**config.mk**
```make
export PLATFORM = sky130hd
export DESIGN_NAME = bba_queue
export DESIGN_NICKNAME = d
export VERILOG_FILES = /design/src/rtl/bba_pkg.sv /design/src/rtl/bba_queue.sv
export SDC_FILE = /design/constraint.sdc
export NUM_CORES = 1
export LEC_CHECK = 0
export ABC_AREA = 1
export BUFFER_PORTS_ARGS = -buffer_cell sky130_fd_sc_hd__buf_4
export CORE_AREA = 2 2 65 67
export CTS_CLUSTER_SIZE = 40
export DETAILED_ROUTE_END_ITERATION = 10
export DIE_AREA = 0 0 67 69
export SYNTH_ARGS = -nofsm -noshare
export SYNTH_HDL_FRONTEND = slang
export SYNTH_SLANG_ARGS = --single-unit
```
**constraint.sdc**
```tcl
create_clock -name clk -period 4.21 [get_ports clk]
set_input_delay 0.842 -clock clk [delete_from_list [all_inputs] [get_ports clk]]
set_output_delay 0.842 -clock clk [all_outputs]
set_load 0.005 [all_outputs]
```
**src/rtl/bba_pkg.sv**
```systemverilog
// ----------------------------------------------------------------------------
// bba_pkg
// Shared types and constants for the block bitmap allocator.
// ----------------------------------------------------------------------------
`default_nettype none

package bba_pkg;

	localparam int MAP_BITS_DEF = 8192;
	localparam int INDEX_W      = 13;
	localparam int COUNT_W      = 14;
	localparam int COUNT_RST    = 8192;
	localparam int MAP_WORD_W   = 32;
	localparam int BIT_SEL_W    = 5;
	localparam int Q_DEPTH      = 2;

	typedef enum logic [1:0] {
		CMD_ALLOC,
		CMD_FREE,
		CMD_IGNORE
	} cmd_kind_t;

	typedef struct packed {
		cmd_kind_t          kind;
		logic [INDEX_W-1:0] index;
	} cmd_t;

	typedef struct packed {
		logic valid;
		cmd_t cmd;
	} cmd_chan_t;

	typedef enum logic [2:0] {
		B_CLEAR,
		B_IDLE,
		B_SCAN,
		B_FREE_RD,
		B_FREE_WR,
		B_RESP
	} back_state_t;

endpackage

`default_nettype wire

```
**src/rtl/bba_queue.sv**
```systemverilog
// ----------------------------------------------------------------------------
// bba_queue
// Two-entry command queue between the front and the back.
// ----------------------------------------------------------------------------
`default_nettype none

module bba_queue import bba_pkg::*; (
	input  wire logic clk,
	input  wire logic arst_n,
	input  wire logic push,
	input  wire cmd_t push_cmd,
	output logic      full,
	input  wire logic pop,
	output cmd_chan_t head
);

	cmd_t       slot_q [Q_DEPTH];
	logic       wr_ptr_q;
	logic       rd_ptr_q;
	logic [1:0] count_q;
	logic       do_push;
	logic       do_pop;

	assign full    = (count_q == 2'(Q_DEPTH));
	assign do_push = push && !full;
	assign do_pop  = pop && (count_q != '0);

	assign head.valid = (count_q != '0);
	assign head.cmd   = slot_q[rd_ptr_q];

	always_ff @(posedge clk) begin
		if (do_push) begin
			slot_q[wr_ptr_q] <= push_cmd;
		end
	end

	always_ff @(posedge clk or negedge arst_n) begin
		if (!arst_n) begin
			wr_ptr_q <= 1'b0;
			rd_ptr_q <= 1'b0;
			count_q  <= '0;
		end else begin
			if (do_push) begin
				wr_ptr_q <= !wr_ptr_q;
			end
			if (do_pop) begin
				rd_ptr_q <= !rd_ptr_q;
			end
			case ({do_push, do_pop})
				2'b10:   count_q <= count_q + 2'd1;
				2'b01:   count_q <= count_q - 2'd1;
				default: count_q <= count_q;
			endcase
		end
	end

endmodule

`default_nettype wire

```
==> results of run 1 <==
==> area by class of cell <==
| type | count | area share |
|---|---|---|
| sequential | 34 | 0.579 |
| multi-input combinational | 64 | 0.161 |
| timing repair buffer | 36 | 0.156 |
| clock buffer | 7 | 0.0442 |
| tap | 50 | 0.0362 |
| inverter | 9 | 0.0210 |
| clock inverter | 1 | 0.00217 |
==> stage by stage <==
stage / cell area (um2) / cells / hold WS (ps)
floorplan: 1350 / 110 / 442
global placement: 1650 / 193 / 457
detailed placement: 1650 / 193 / 484
CTS: 1730 / 201 / 344
global route: 1730 / 201 / 339
finish: 1730 / 201 / 355
==> cells in the mapped netlist <==
master | number | share of area
buf_6 | 2 | 0.017
o21ai_2 | 1 | 0.0065
buf_4 | 1 | 0.0056
nand2_1 | 53 | 0.15
xnor2_1 | 1 | 0.0065
ha_1 | 1 | 0.0093
nor2_2 | 1 | 0.0047
inv_2 | 3 | 0.0084
inv_4 | 1 | 0.0047
edfxtp_1 | 30 | 0.67
nand2_2 | 2 | 0.0093
nor2_1 | 1 | 0.0028
dfrtp_1 | 4 | 0.074
nand4_1 | 1 | 0.0047
nand3_1 | 2 | 0.0074
nand3_2 | 1 | 0.0074
inv_1 | 5 | 0.014
==> worst paths after layout <==
path / startpoint / to / slack, ps / cells past startpoint
worst min register to register: wr_ptr_q$_DFFE_PN0P_ / wr_ptr_q$_DFFE_PN0P_ / 490 / 2
worst min-delay path: arst_n / count_q[1]$_DFFE_PN0P_ / 350 / 1
max in group asynchronous: arst_n / rd_ptr_q$_DFFE_PN0P_ / 3750 / 1
worst max register to register: count_q[1]$_DFFE_PN0P_ / count_q[1]$_DFFE_PN0P_ / 2760 / 9
min in group clk: wr_ptr_q$_DFFE_PN0P_ / wr_ptr_q$_DFFE_PN0P_ / 490 / 2
worst max-delay path: rd_ptr_q$_DFFE_PN0P_ / head[10] / 1860 / 4
==> power by group through the flow <==
stage	Combinational [mW]	Clock [mW]	Sequential (mW)
after floorplan	0.248	0	0.496
after global placement	0.386	0	0.523
after detailed placement	0.398	0	0.526
after CTS	0.399	0.226	0.520
after global routing	0.443	0.238	0.531
final	0.389	0.217	0.520
==> kinds of logic (layout without fill, tap and decap cells) <==
kind of cell / Yosys count / count (layout) / share of synthesized area
fa+ha+maj: 1 / 1 / 0.00930
compound gates: 1 / 1 / 0.00651
flops: 34 / 34 / 0.744
buf+inv: 12 / 53 / 0.0493
xor+xnor: 1 / 1 / 0.00651
simple gates: 61 / 61 / 0.184
==> critical path, stage by stage (launching register included) <==
cell and delay, ps:
dfrtp_1 730, inv_4 190, nand2_1 100, nand2_1 70
buf_4 140
==> sequential cells by signal (all words and copies together) (netlist names) <==
name,count
slot_q,30
count_q,2
rd_ptr_q,1
wr_ptr_q,1
==> metal layers <==
metal,vias up,GRT usage,share of wire
li1,441,-,-
met1,393,0.141,0.42
met2,34,0.190,0.49
met3,5,0.0359,0.078
met4,0,0.0544,0.013
met5,-,0,0
==> impl_metrics.ini, run 1 <==
[floorplan]
die-height_um = 69
die-area_um2 = 4620
io_pins = 36
start_util = 0.344
core_area_um2 = 3910
die_w_um = 67
num_rows = 23

[clocking]
post_cts_buffers = 0
cts_tree = yes
clockBufferDepth = 2
htreeDepth = 2
cts_inserted_buffers = 5
cts_resized = 0
cts_root_buf = clkbuf_8
cts.sinks = 34
clk_pin_slew_ps = 60
cts_hold_buf = 0
clk_latency_ps = 270

[worst_setup_path]
critPathArrivalTime_ps = 1510
cp.required_ps = 3370
path_max_fanout = 17
crit_path_start_kind = flop
path_class = flop to primary output
cp-end-kind = primary output

[global_routing]
grt_max_degree = 18
gr-total-overflow = 0
antenna_found_initial = 0
grt_pass1_wl_mm = 4.02
grt_pass1_vias = 878
grtUsageTotal = 0.118

[timing]
slew_headroom = 0.593
final.setup.tns_ps = 0
skew_ps = 5.40
finalSetupViolations = 0
rsz0062_at_grt = no
min_period_ps = 2350
setup_slack_ps = 1860
final_hold_viol_count = 0
worstMarginPinSlew_ps = 611
period_share = 0.558
max_freq_mhz = 425
maxSlewViolCount = 0

[synthesis]
synth_area_um2 = 1350
ys_types = 17
syn-num-nets = 130
yosys_register_bits = 34
postSynthCellCount = 110
ys_warn_count = 0
syn_area_per_cell_um2 = 12.2
synth_seq_area_share = 0.744

[layout]
seq_area_um2 = 1000
final_layout_size_suffix_gt1_frac = 0.331
mostFrequentLayoutCell = nand2_1
fin_util = 0.441
syn_to_final_growth_pct = 28.5
mostFrequentLayoutCells = nand2_1 (53), buf_4 (36), edfxtp_1 (30), inv_1 (5), clkbuf_8 (5)
num_antenna_cells = 0
fill_cells = 397
multiInputGateArea_um2 = 278
fin_nets = 170

[run_status]
outcome = completed

[placed_design]
dp_slack_ps = 2150
portBuffers = 35
gp_congestion = 0.602
hpwl_mm = 1.68

[run]
drv_cap = 0

[power_and_ir_drop]
powerDensity_nw_per_um2 = 651
swShare = 0.325
power_frac_seq = 0.462
internal_power_mw = 0.760
p_sw_mw = 0.365
p_leak_nw = 0.769
p_total_mw = 1.13
irDropWorstVdd_uv = 297
comb_power_share = 0.346
p_clk_frac = 0.193

[worst_hold_path]
worstHoldPathType = primary input to asynchronous set/reset pin

[drt]
drc_errors = 0
dr.pass1.iters = 4
ant_nets = 0
drt_iter0_markers = 20
via_count = 873
wire_per_inst_um = 12.0
viasPerCell = 4.34
drt_wl_total_mm = 2.42
Power figures use the tool's default switching activity.
==> run 2, diff against run 1 <==
==> constraint.sdc (replaced) <==
create_clock -name clk -period 2.1 [get_ports clk]
set_input_delay 0.42 -clock clk [delete_from_list [all_inputs] [get_ports clk]]
set_output_delay 0.42 -clock clk [all_outputs]
set_load 0.005 [all_outputs]
==> run 2 against run 1 <==
  * Non-clock buffer count increased by 1
  * Die area unchanged
  * Core utilization increased by 0.29 points
  * Count of clock-buffer cells in the layout decreased by 1
  * Critical endpoint is now head[11]
  * Largest cell class unchanged
==> impl_metrics.ini, run 2 (synthesized netlist as in run 1, its figures left out) <==
[drt]
drt_wl_total_mm = 2.33
dr.pass1.iters = 4
wire_per_inst_um = 11.5
via_count = 864
drc_errors = 0
ant_nets = 0
drt_iter0_markers = 69
viasPerCell = 4.28

[worst_hold_path]
worstHoldPathType = primary input to flop
worstHoldStart = push_cmd[2]
min_path_cells = 1
min_to = slot_q[1][2]$_DFFE_PP_

[placed_design]
gp_congestion = 0.600
dpl_cell_area_um2 = 1650
dpl.cell_count = 193
portBuffers = 35
hpwl_mm = 1.65
dp_slack_ps = 473

[global_routing]
grt_max_degree = 18
grt_pass1_vias = 878
grtUsageTotal = 0.110
antenna_found_initial = 0
gr-total-overflow = 0
grt_pass1_wl_mm = 3.68

[power_and_ir_drop]
p_clk_frac = 0.194
p_total_mw = 2.25
powerDensity_nw_per_um2 = 1290
comb_power_share = 0.344
p_sw_mw = 0.729
power_frac_seq = 0.461
internal_power_mw = 1.52
swShare = 0.324
p_leak_nw = 0.776
irDropWorstVdd_uv = 627

[worst_setup_path]
rr_startpoint = count_q[1]$_DFFE_PN0P_
crit_top_cell = nand2_1
critPathArrivalTime_ps = 1500
critPathLaunch = rd_ptr_q$_DFFE_PN0P_
r2r_cells = 4
path_max_fanout = 17
max_stage_delay_ps = 720
reg2reg_slack_ps = 630
path_buf_inv = 2
cp-end-kind = primary output
path_class = flop to primary output
crit_slowest_cell = dfrtp_1
cp_top_family = flip-flops
r2r-end = slot_q[1][5]$_DFFE_PP_
path_cells = inv_4 -> nand2_1 -> nand2_1 -> buf_4
cp.required_ps = 1680
crit_path_start_kind = flop

[timing]
worstMarginPinSlew_ps = 600
final.setup.tns_ps = 0
min_period_ps = 1920
setup_slack_ps = 176
slew_headroom = 0.600
skew_ps = 4.88
period_share = 0.916
max_freq_mhz = 520
final_hold_viol_count = 0
maxSlewViolCount = 0
finalSetupViolations = 0
rsz0062_at_grt = no

[run_status]
outcome = completed

[layout]
num_antenna_cells = 0
mostFrequentLayoutCells = nand2_1 (53), buf_4 (36), edfxtp_1 (30), inv_1 (5), clkbuf_8 (5)
instances_no_fill = 202
largest_register_ffs = 30
reg_top3 = slot_q (30), count_q (2)
syn_to_final_growth_pct = 29.3
regMostFlops = slot_q
fin_nets = 171
mostFrequentLayoutCell = nand2_1
final_area_um2 = 1740
final_layout_size_suffix_gt1_frac = 0.336

[clocking]
cts_resized = 0
post_cts_buffers = 0
clockBufferDepth = 2
cts_root_buf = clkbuf_8
htreeDepth = 2
clk_pin_slew_ps = 60
clk_latency_ps = 280
cts.sinks = 34
cts_inserted_buffers = 5
cts_tree = yes

[floorplan]
die-area_um2 = 4620
die_w_um = 67
die-height_um = 69
num_rows = 23
start_util = 0.344
io_pins = 36
core_area_um2 = 3910

[run]
drv_cap = 0
run 2: what timing repair did:
action	in CTS	in global routing
hold buffers	1	0
setup endpoints to repair	0	0
endpoints found under the hold margin	4	0
run 2: how the worst max path moves through the flow:
stage	to	cells past startpoint
2_1_floorplan	slot_q[1][0]$_DFFE_PP_	3
3_5_place_dp	head[5]	4
3_3_place_gp	head[11]	4
5_1_grt	head[11]	4
4_1_cts	head[5]	4
6_report	head[11]	4
run 2: area by class of cell:
type                    count  area, um2
clock inverters             2       8.76
clock buffers               6       72.6
multi-input cells          64        278
fillers                   383       2170
inverters                   9       36.3
well taps                  50       62.6
flip-flops and latches     34       1000
repair buffers             37        280
run 2: per-layer routing:
layer	vias to the layer above	track usage	wire length, um
met1	386	0.119	974
met2	32	0.178	1090
met5	-	0	0
met4	0	0.0476	40
li1	441	-	-
met3	5	0.0538	221
run 2: worst reg2reg max path, delay by kind of cell (launching register included):
| kind | cells | cell delay [ps] |
|---|---|---|
| flops | 1 | 380 |
| compound gates | 1 | 90 |
| simple gates | 1 | 270 |
| buf+inv | 2 | 440 |
run 2: power by group through the flow:
stage          sequential (mW)  combinational (mW)  clock (mW)
2_1_floorplan            0.993               0.498           0
3_3_place_gp              1.05               0.779           0
3_5_place_dp              1.05               0.793           0
4_1_cts                   1.04               0.796       0.447
5_1_grt                   1.06               0.878       0.469
6_report                  1.04               0.775       0.437
run 2: stage by stage:
step	utilization	hold slack [ps]
2_1_floorplan	-	124
3_3_place_gp	0.421	222
3_5_place_dp	0.421	224
4_1_cts	0.444	318
5_1_grt	0.444	316
6_report	0.444	326
