<file path="src/rtl/bba_pkg.sv">
// ----------------------------------------------------------------------------
// bba_pkg
// Shared types and constants for the block bitmap allocator.
// ----------------------------------------------------------------------------
`default_nettype none

package bba_pkg;

	localparam int MAP_BITS_DEF = 8192;
	localparam int INDEX_W      = 13;
	localparam int COUNT_W      = 14;
	localparam int COUNT_RST    = 8192;
	localparam int MAP_WORD_W   = 32;
	localparam int BIT_SEL_W    = 5;
	localparam int Q_DEPTH      = 2;

	typedef enum logic [1:0] {
		CMD_ALLOC,
		CMD_FREE,
		CMD_IGNORE
	} cmd_kind_t;

	typedef struct packed {
		cmd_kind_t          kind;
		logic [INDEX_W-1:0] index;
	} cmd_t;

	typedef struct packed {
		logic valid;
		cmd_t cmd;
	} cmd_chan_t;

	typedef enum logic [2:0] {
		B_CLEAR,
		B_IDLE,
		B_SCAN,
		B_FREE_RD,
		B_FREE_WR,
		B_RESP
	} back_state_t;

endpackage

`default_nettype wire

</file>
<file path="src/rtl/bba_front.sv">
// ----------------------------------------------------------------------------
// bba_front
// Holds block_count, derives the active limit and classifies request words.
// ----------------------------------------------------------------------------
`default_nettype none

module bba_front import bba_pkg::*; #(
	parameter int MAP_BITS = MAP_BITS_DEF,
	parameter int LIM_W    = $clog2(MAP_BITS + 1)
) (
	input  wire logic               clk,
	input  wire logic               arst_n,
	input  wire logic               block_count_we,
	input  wire logic [COUNT_W-1:0] block_count,
	input  wire logic               req_valid,
	output logic                    req_stall,
	input  wire logic               operation,
	input  wire logic [INDEX_W-1:0] block_index,
	input  wire logic               q_full,
	input  wire logic               clear_busy,
	output logic                    push,
	output cmd_t                    push_cmd,
	output logic [LIM_W-1:0]        lim
);

	logic [COUNT_W-1:0] block_count_q;
	logic [31:0]        lim_wide;
	logic               idx_ok;

	always_ff @(posedge clk or negedge arst_n) begin
		if (!arst_n) begin
			block_count_q <= COUNT_W'(COUNT_RST);
		end else if (block_count_we) begin
			block_count_q <= block_count;
		end
	end

	assign lim_wide = (32'(block_count_q) > 32'(MAP_BITS)) ? 32'(MAP_BITS)
	                                                       : 32'(block_count_q);
	assign lim      = lim_wide[LIM_W-1:0];

	assign idx_ok    = (block_index != '0) && (32'(block_index) < lim_wide);
	assign req_stall = q_full || clear_busy;
	assign push      = req_valid && !req_stall;

	always_comb begin
		push_cmd.index = block_index;
		if (!operation) begin
			push_cmd.kind = CMD_ALLOC;
		end else if (idx_ok) begin
			push_cmd.kind = CMD_FREE;
		end else begin
			push_cmd.kind = CMD_IGNORE;
		end
	end

endmodule

`default_nettype wire

</file>
<file path="config.mk">
export PLATFORM = sky130hd
export DESIGN_NAME = bba_front
export DESIGN_NICKNAME = d
export VERILOG_FILES = /design/src/rtl/bba_pkg.sv /design/src/rtl/bba_front.sv
export SDC_FILE = /design/constraint.sdc
export NUM_CORES = 1
export LEC_CHECK = 0
export BUFFER_PORTS_ARGS = -buffer_cell sky130_fd_sc_hd__buf_4
export CAP_MARGIN = 10
export CORE_AREA = 2 2 54 56
export DETAILED_ROUTE_END_ITERATION = 8
export DIE_AREA = 0 0 56 58
export PLACE_DENSITY = 0.82
export RECOVER_POWER = 100
export SLEW_MARGIN = 10
export SYNTH_ARGS = -nofsm -noshare
export SYNTH_HDL_FRONTEND = slang
export SYNTH_SLANG_ARGS = --single-unit
</file>
<file path="constraint.sdc">
create_clock -name clk -period 6.3 [get_ports clk]
set_input_delay 1.89 -clock clk [delete_from_list [all_inputs] [get_ports clk]]
set_output_delay 1.89 -clock clk [all_outputs]
set_load 0.005 [all_outputs]
</file>
==> results of run 1 <==
==> cells in the mapped netlist (3+ instances only) <==
library cell / count / area, um2
a21oi_1: 3 / 15.0
buf_4: 13 / 97.6
dfrtp_1: 13 / 325
ha_1: 12 / 150
inv_1: 11 / 41.3
mux2_2: 14 / 158
nand2_1: 4 / 15.0
nand2b_1: 8 / 50.1
nand4_1: 3 / 18.8
nor2_1: 3 / 11.3
nor4_1: 4 / 25.0
==> report_power, final <==
| part | switching [W] | internal [W] | leakage (nW) |
|---|---|---|---|
| Combinational | 0.0000381 | 0.0000561 | 0.612 |
| Clock | 0.0000272 | 0.0000351 | 0.0210 |
| Sequential | 0.00000936 | 0.0000992 | 0.162 |
==> layer usage <==
metal | vias up | track usage | part of all wire
li1 | 487 | - | -
met1 | 454 | 0.201 | 0.39
met2 | 43 | 0.314 | 0.53
met3 | 4 | 0.0134 | 0.062
met4 | 0 | 0.0510 | 0.014
met5 | - | 0 | 0
==> stage by stage <==
stage | total power (W) | utilization | std cells | hold slack (ps) | setup slack, ps
floorplan | 0.000159 | - | 112 | 498 | 1470
global placement | 0.000203 | 0.566 | 191 | 514 | 1190
detailed placement | 0.000208 | 0.566 | 191 | 522 | 1100
CTS | 0.000272 | 0.579 | 195 | 542 | 1090
global route | 0.000285 | 0.577 | 195 | 562 | 979
finish | 0.000265 | 0.577 | 195 | 536 | 1080
==> cells by family after synthesis <==
logic type	Yosys count
and+or+nand+nor	34
buffers and inverters	27
muxes	14
DFF	14
adders and majority gates	12
AOI/OAI and AO/OA	11
==> path summary, 6_finish.rpt <==
kind                                   startpoint           endpoint  slack (ps)
worst max-delay path               block_index[1]       push_cmd[13]        1080
worst min-delay path             block_count_q[6]   block_count_q[6]         540
worst max register to register  block_count_q[13]  block_count_q[13]        5230
worst min register to register   block_count_q[6]   block_count_q[6]         540
max in group asynchronous                  arst_n   block_count_q[5]        4180
min in group asynchronous                  arst_n   block_count_q[8]        1650
==> final cells by class <==
type	count	area (um2)	area share
timing repair buffer	64	473	0.308
multi-input combinational	71	594	0.387
tap	31	38.8	0.0253
clock buffer	4	36.3	0.0236
sequential	14	352	0.229
inverter	11	41.3	0.0269
==> critical path: stages <==
cell       delay [ps]
buf_4             120
ha_1              210
or4b_1            490
o2111ai_1         140
a211oi_1          150
nor3b_2           190
clkbuf_4          150
==> impl_metrics.toml, run 1 <==
[outcome]
outcome = "finished, final reports clean"

[layout]
stdcell_area_um2 = 1540
largest_register_ffs = 14
num_antenna_cells = 0
registers.top_by_ff_count = "block_count_q"
mostFrequentLayoutCells = "buf_4, clkbuf_4, mux2_2"
drive_above_1_share = 0.500
nets = 211
synthesis_to_layout_area_growth_pct = 39.9
reg_top3 = "block_count_q (14)"
fillCellCount = 233
layout.cells.most_common = "buf_4"

[placed_design]
gp_congestion = 0.696
port-buffer-count = 64
placedInstanceArea_um2 = 1510
post-dp-hpwl_um = 2270

[synth]
synth.area.mux_share = 0.144
post_synth_instance_area_um2 = 1100
synth_simple_gate_area_share = 0.189
ys_flop_type = "dfrtp_1"
avg_inst_size_synth_um2 = 9.80
synth_top_family_by_area = "simple AND/OR/NAND/NOR gates"
synth-edff-count = 0
yosys_warnings = 0
async_flop_share = 1.00
synthCells = 112
mappedNetlistNets = 158
synth_compound_gate_area_share = 0.0718
proportion_of_synthesized_chip_area_in_sequential_cells = 0.320
ys_ff_latch = 14
synth_cell_type_count = 30
yosys.area_share.xor_xnor = 0
synthAdderAreaFrac = 0.137

[timing]
report.final.setup_viol = 0
period_share = 0.828
max_freq_mhz = 192
timing.final.hold_violations = 0
worst-slew-pin-transition_ps = 748
fin_skew_ps = 0
relSlewSlack = 0.501
finalCriticalPeriod_ps = 5220
finalMaxSlewViolations = 0
rsz_0062_raised_after_global_routing = "no"
setup_tns_ps = 0

[routing]
drc = 0
route.final.wire_length_um = 2570
firstDrtPassIters = 4
wire_per_inst_um = 13.2
vias = 988
initial_drc_count = 10
ant_nets = 0
drt-vias-per-instance = 5.07

[cts]
clock_tree.root_cell = "clkbuf_4"
cts_tree = "done"
cts_num_sinks = 14
clockBufferDepth = 2
tritoncts.num_buffers = 3
htree_levels = 1
postCtsResizedCells = 0
clock_latency_ps = 270
postCtsSetupBuffers = 0
ctsHoldBuffers = 0
clk_pin_slew_worst_paths_ps = 80

[die]
width_of_the_chip_um = 56
boundaryPins = 65
floorplan.core_area_um2 = 2660
floorplan.die_area_um2 = 3250
rows = 19
die-height_um = 58
floorplan.initialDensity = 0.412

[setup_path]
cp-end-kind = "output port"
rr_worst_depth = 1
timing.critical_path.arrival_ps = 3330
crit_path_max_fanout = 3
worstSetupStartpointType = "input pin"
path_class = "input pin to output port"
worst_ep_required_time_ps = 4410

[power]
p_per_area_nw_per_um2 = 173
cellLeakagePower_nw = 0.795
ir_worst_vdd_mv = 0.133

[global_route]
first_global_vias = 1043
pin_count_of_the_biggest_net_entering_global_routing = 18
grt_first_pass_wirelength_um = 4330
grt.overflow.total = 0
grt_antenna_before_repair = 0
track_usage = 0.166

[min_path]
min_delay_path_depth = 1
hp-class = "flip-flop to flip-flop"

[job]
drv.max_cap_violation_count = 0
No activity file was read; power rests on OpenSTA's default activity.
==> run 2: changes to the inputs <==
Settings changed: CORE_AREA 2 2 54 56 to 2 2 57 59, DIE_AREA 0 0 56 58 to 0 0 59 61, PLACE_DENSITY 0.82 to 0.77.
Clock period 6.3 ns to 4.4 ns, I/O delays scaled along.
==> run 2 against run 1 <==
- highest routed layer unchanged
- clock power increased by 44%
- total power is 43% higher
- largest cell class unchanged
- cell count grew 1.0%
==> impl_metrics.toml, run 2 (synthesis gave the netlist of run 1 again) <==
[die]
width_of_the_chip_um = 59
floorplan.core_area_um2 = 2950
rows = 20
die-height_um = 61
floorplan.die_area_um2 = 3600
boundaryPins = 65
floorplan.initialDensity = 0.372

[timing]
finalMaxSlewViolations = 0
report.final.setup_viol = 0
max_freq_mhz = 246
timing.final.hold_violations = 0
fin_skew_ps = 0
relSlewSlack = 0.514
worst-slew-pin-transition_ps = 729
rsz_0062_raised_after_global_routing = "no"
period_share = 0.924
finalCriticalPeriod_ps = 4070
setup_tns_ps = 0

[routing]
initial_drc_count = 12
wire_per_inst_um = 13.2
drc = 0
drt-vias-per-instance = 4.87
vias = 959
route.final.wire_length_um = 2600
firstDrtPassIters = 4
ant_nets = 0

[layout]
postLayoutCoreUtil = 0.519
synthesis_to_layout_area_growth_pct = 39.8
seqCellArea_um2 = 352
num_antenna_cells = 0
fillCellCount = 285
nets = 211
mostFrequentLayoutCells = "buf_4, clkbuf_4, mux2_2"
multiInputGateArea_um2 = 594
drive_above_1_share = 0.494
instances_no_fill = 197
layout.cells.most_common = "buf_4"
largest_register_ffs = 14
registers.top_by_ff_count = "block_count_q"
reg_top3 = "block_count_q (14)"

[setup_path]
worst_ep_required_time_ps = 3080
path_class = "input pin to output port"
worstSetupStartpointType = "input pin"
cp-end-kind = "output port"
r2r_start = "block_count_q[13]"
critical_path.startpoint = "block_index[1]"
timing.critical_path.slowest_cell_delay_ps = 480
timing.critical_path.arrival_ps = 2750
crit_path_max_fanout = 3
path_cells = "buf_4 -> ha_1 -> or4b_1 -> o2111ai_1 -> a211oi_1 -> nor3b_2 -> clkbuf_4"
cp_slowest_cell = "or4b_1"

[power]
power.switching_fraction = 0.282
p_per_area_nw_per_um2 = 246
power.clock.fraction = 0.238
comb_power_share = 0.352
sequential_power_share = 0.411
intPower_w = 0.000271
netSwitchingPower_w = 0.000107
ir_worst_vdd_mv = 0.192
cellLeakagePower_nw = 0.792

[global_route]
pin_count_of_the_biggest_net_entering_global_routing = 18
track_usage = 0.150
first_global_vias = 971
grt_antenna_before_repair = 0
grt.overflow.total = 0
grt_first_pass_wirelength_um = 4100

[job]
drv.max_cap_violation_count = 0

[min_path]
hold_path_startpoint = "block_count_q[6]"
hp-class = "flip-flop to flip-flop"

[cts]
clock_latency_ps = 270
cts_num_sinks = 14
postCtsSetupBuffers = 0
cts_tree = "done"
tritoncts.num_buffers = 3
clockBufferDepth = 2
clk_pin_slew_worst_paths_ps = 80
postCtsResizedCells = 0
clock_tree.root_cell = "clkbuf_4"
ctsHoldBuffers = 0
htree_levels = 1

[placed_design]
post-dp-hpwl_um = 2250
port-buffer-count = 64
gp_congestion = 0.770
dp.cells = 193

[outcome]
outcome = "finished, final reports clean"
-- run 2: metal layers --
metal,up-vias,GRT usage,part of all wire
li1,483,-,-
met1,439,0.188,0.40
met2,35,0.268,0.54
met3,2,0.0107,0.052
met4,0,0.0584,0.0031
met5,-,0,0
-- run 2: layout make-up --
type / count / area share
well taps: 33 / 0.0269
repair buffers: 64 / 0.306
inverters: 11 / 0.0269
flip-flops and latches: 14 / 0.229
clock buffers: 4 / 0.0237
multi-input cells: 71 / 0.387
-- run 2: worst paths after layout --
| check | to | slack [ps] | depth (start not counted) |
|---|---|---|---|
| hold / removal | block_count_q[6] | 540 | 1 |
| setup reg to reg | block_count_q[13] | 3320 | 1 |
| hold reg to reg | block_count_q[6] | 540 | 1 |
| max in group asynchronous | block_count_q[1] | 2870 | 1 |
| setup / recovery | push_cmd[13] | 330 | 7 |
| min in group asynchronous | block_count_q[10] | 1070 | 1 |
-- run 2: worst max-delay path, delay by kind of cell --
kind	cells	cell delay (ps)
compound gates	2	260
fa+ha+maj	1	210
buf+inv	2	270
simple gates	2	670
-- run 2: per-stage QoR --
step	power (W)	hold slack, ps	instance area (um2)	setup slack, ps
after global placement	0.000291	517	1510	422
after global routing	0.000404	558	1530	186
final	0.000378	545	1530	333
after detailed placement	0.000297	531	1510	339
after floorplan	0.000228	498	1100	713
after CTS	0.000388	550	1550	336
-- run 2: power by group through the flow --
stage	sequential [W]	clock, W	combinational [W]
floorplan	0.000153	0	0.0000749
global placement	0.000158	0	0.000133
detailed placement	0.000158	0	0.000138
CTS	0.000156	0.0000936	0.000139
global route	0.000158	0.0000974	0.000149
finish	0.000155	0.0000898	0.000133
==> run 3: changes to the inputs <==
Settings changed: CELL_PAD_IN_SITES_DETAIL_PLACEMENT from default to 2, CELL_PAD_IN_SITES_GLOBAL_PLACEMENT from default to 2, CORE_AREA 2 2 57 59 to 2 2 74 76, CTS_BUF_LIST from default to sky130_fd_sc_hd__clkbuf_8, DIE_AREA 0 0 59 61 to 0 0 76 78, PLACE_DENSITY 0.77 to 0.81.
==> run 3 against run 2 <==
- non-clock buffer count is the same
- flip-flop and latch count did not move
- total power increased by 9.5%
- clock power up 35%
- critical path type unchanged
- largest power group unchanged
==> impl_metrics.toml, run 3 (synthesis gave the netlist of run 1 again) <==
[outcome]
outcome = "finished, final reports clean"

[cts]
cts_tree = "done"
postCtsSetupBuffers = 0
clockBufferDepth = 2
htree_levels = 1
cts_num_sinks = 14
ctsHoldBuffers = 0
postCtsResizedCells = 0
clock_tree.root_cell = "clkbuf_8"
tritoncts.num_buffers = 3
clk_pin_slew_worst_paths_ps = 50
clock_latency_ps = 240

[timing]
timing.final.hold_violations = 0
report.final.setup_viol = 0
worst-slew-pin-transition_ps = 762
rsz_0062_raised_after_global_routing = "no"
finalWorstSetupSlack_ps = 361
finalMaxSlewViolations = 0
max_freq_mhz = 248
period_share = 0.918
relSlewSlack = 0.492
finalCriticalPeriod_ps = 4040
fin_skew_ps = 0
setup_tns_ps = 0

[layout]
registers.top_by_ff_count = "block_count_q"
synthesis_to_layout_area_growth_pct = 44.7
fillCellCount = 583
drive_above_1_share = 0.476
instances_no_fill = 234
reg_top3 = "block_count_q (14)"
mostFrequentLayoutCells = "buf_4, clkbuf_4, mux2_2"
nets = 211
largest_register_ffs = 14
num_antenna_cells = 0
layout.cells.most_common = "buf_4"

[die]
floorplan.core_area_um2 = 5040
width_of_the_chip_um = 76
die-height_um = 78
boundaryPins = 65
floorplan.initialDensity = 0.218
rows = 26
floorplan.die_area_um2 = 5930

[global_route]
grt_first_pass_wirelength_um = 5530
grt_antenna_before_repair = 0
pin_count_of_the_biggest_net_entering_global_routing = 18
track_usage = 0.116
first_global_vias = 1129
grt.overflow.total = 0

[routing]
initial_drc_count = 40
route.final.wire_length_um = 3230
drc = 0
wire_per_inst_um = 13.8
drt-vias-per-instance = 4.35
vias = 1018
firstDrtPassIters = 4
ant_nets = 0

[setup_path]
path_cells = "buf_4 -> ha_1 -> and3_1 -> o2111ai_1 -> a211oi_1 -> o21a_1 -> clkbuf_4"
critical-path-top-delay-family = "compound AO/OA/AOI/OAI gates"
timing.critical_path.arrival_ps = 2720
cp.buffers_inverters = 2
cp_slowest_cell = "a211oi_1"
cp-end-kind = "output port"
crit_path_max_fanout = 3
worst_ep_required_time_ps = 3080
path_class = "input pin to output port"
timing.critical_path.slowest_cell_delay_ps = 370
worstSetupStartpointType = "input pin"

[placed_design]
pre_cts_ws_ps = 365
port-buffer-count = 64
dp.cells = 230
post-dp-hpwl_um = 2810
gp_congestion = 0.705

[job]
drv.max_cap_violation_count = 0

[power]
ir_worst_vdd_mv = 0.173
p_per_area_nw_per_um2 = 261
cellLeakagePower_nw = 0.789

[min_path]
hp-class = "flip-flop to flip-flop"
## run 3: cell count changes in the layout (fill, tap and decap cells not counted)
cell,before,now
and2_0,1,2
and2_1,1,0
buf_4,33,34
clkbuf_4,31,24
clkbuf_1,3,6
clkbuf_8,1,4
## run 3: where the power goes
| part | switching, W | internal [W] |
|---|---|---|
| Combinational | 0.0000561 | 0.0000784 |
| Clock | 0.0000420 | 0.0000791 |
| Sequential | 0.0000159 | 0.000142 |
## run 3: final timing paths
kind,from,to,slack (ps),depth (start not counted)
worst max-delay path,block_index[5],push_cmd[14],360,7
worst min-delay path,block_count_q[8],block_count_q[8],550,1
worst max register to register,block_count_q[13],block_count_q[13],3290,1
worst min register to register,block_count_q[8],block_count_q[8],550,1
max in group asynchronous,arst_n,block_count_q[12],2830,1
min in group asynchronous,arst_n,block_count_q[2],1110,1
## run 3: per-layer routing
metal,part of all wire,global-route usage,wire (um)
met4,0.0040,0.0382,13
met2,0.50,0.207,1630
met3,0.061,0.0198,197
met5,0,0,0
met1,0.43,0.140,1390
## run 3: cell type report
| cell class | count | area [um2] | area share |
|---|---|---|---|
| inverter | 11 | 41.3 | 0.0260 |
| sequential | 14 | 352 | 0.221 |
| tap | 70 | 87.6 | 0.0552 |
| timing repair buffer | 64 | 458 | 0.288 |
| clock buffer | 4 | 55.1 | 0.0347 |
| multi-input combinational | 71 | 594 | 0.374 |
## run 3: stage by stage
step / total power (W) / hold slack, ps / util / instance area, um2
final: 0.000414 / 545 / 0.315 / 1590
after detailed placement: 0.000303 / 538 / 0.308 / 1560
after floorplan: 0.000228 / 498 / - / 1100
after global placement: 0.000297 / 526 / 0.308 / 1560
after CTS: 0.000429 / 551 / 0.319 / 1610
after global routing: 0.000449 / 574 / 0.315 / 1590
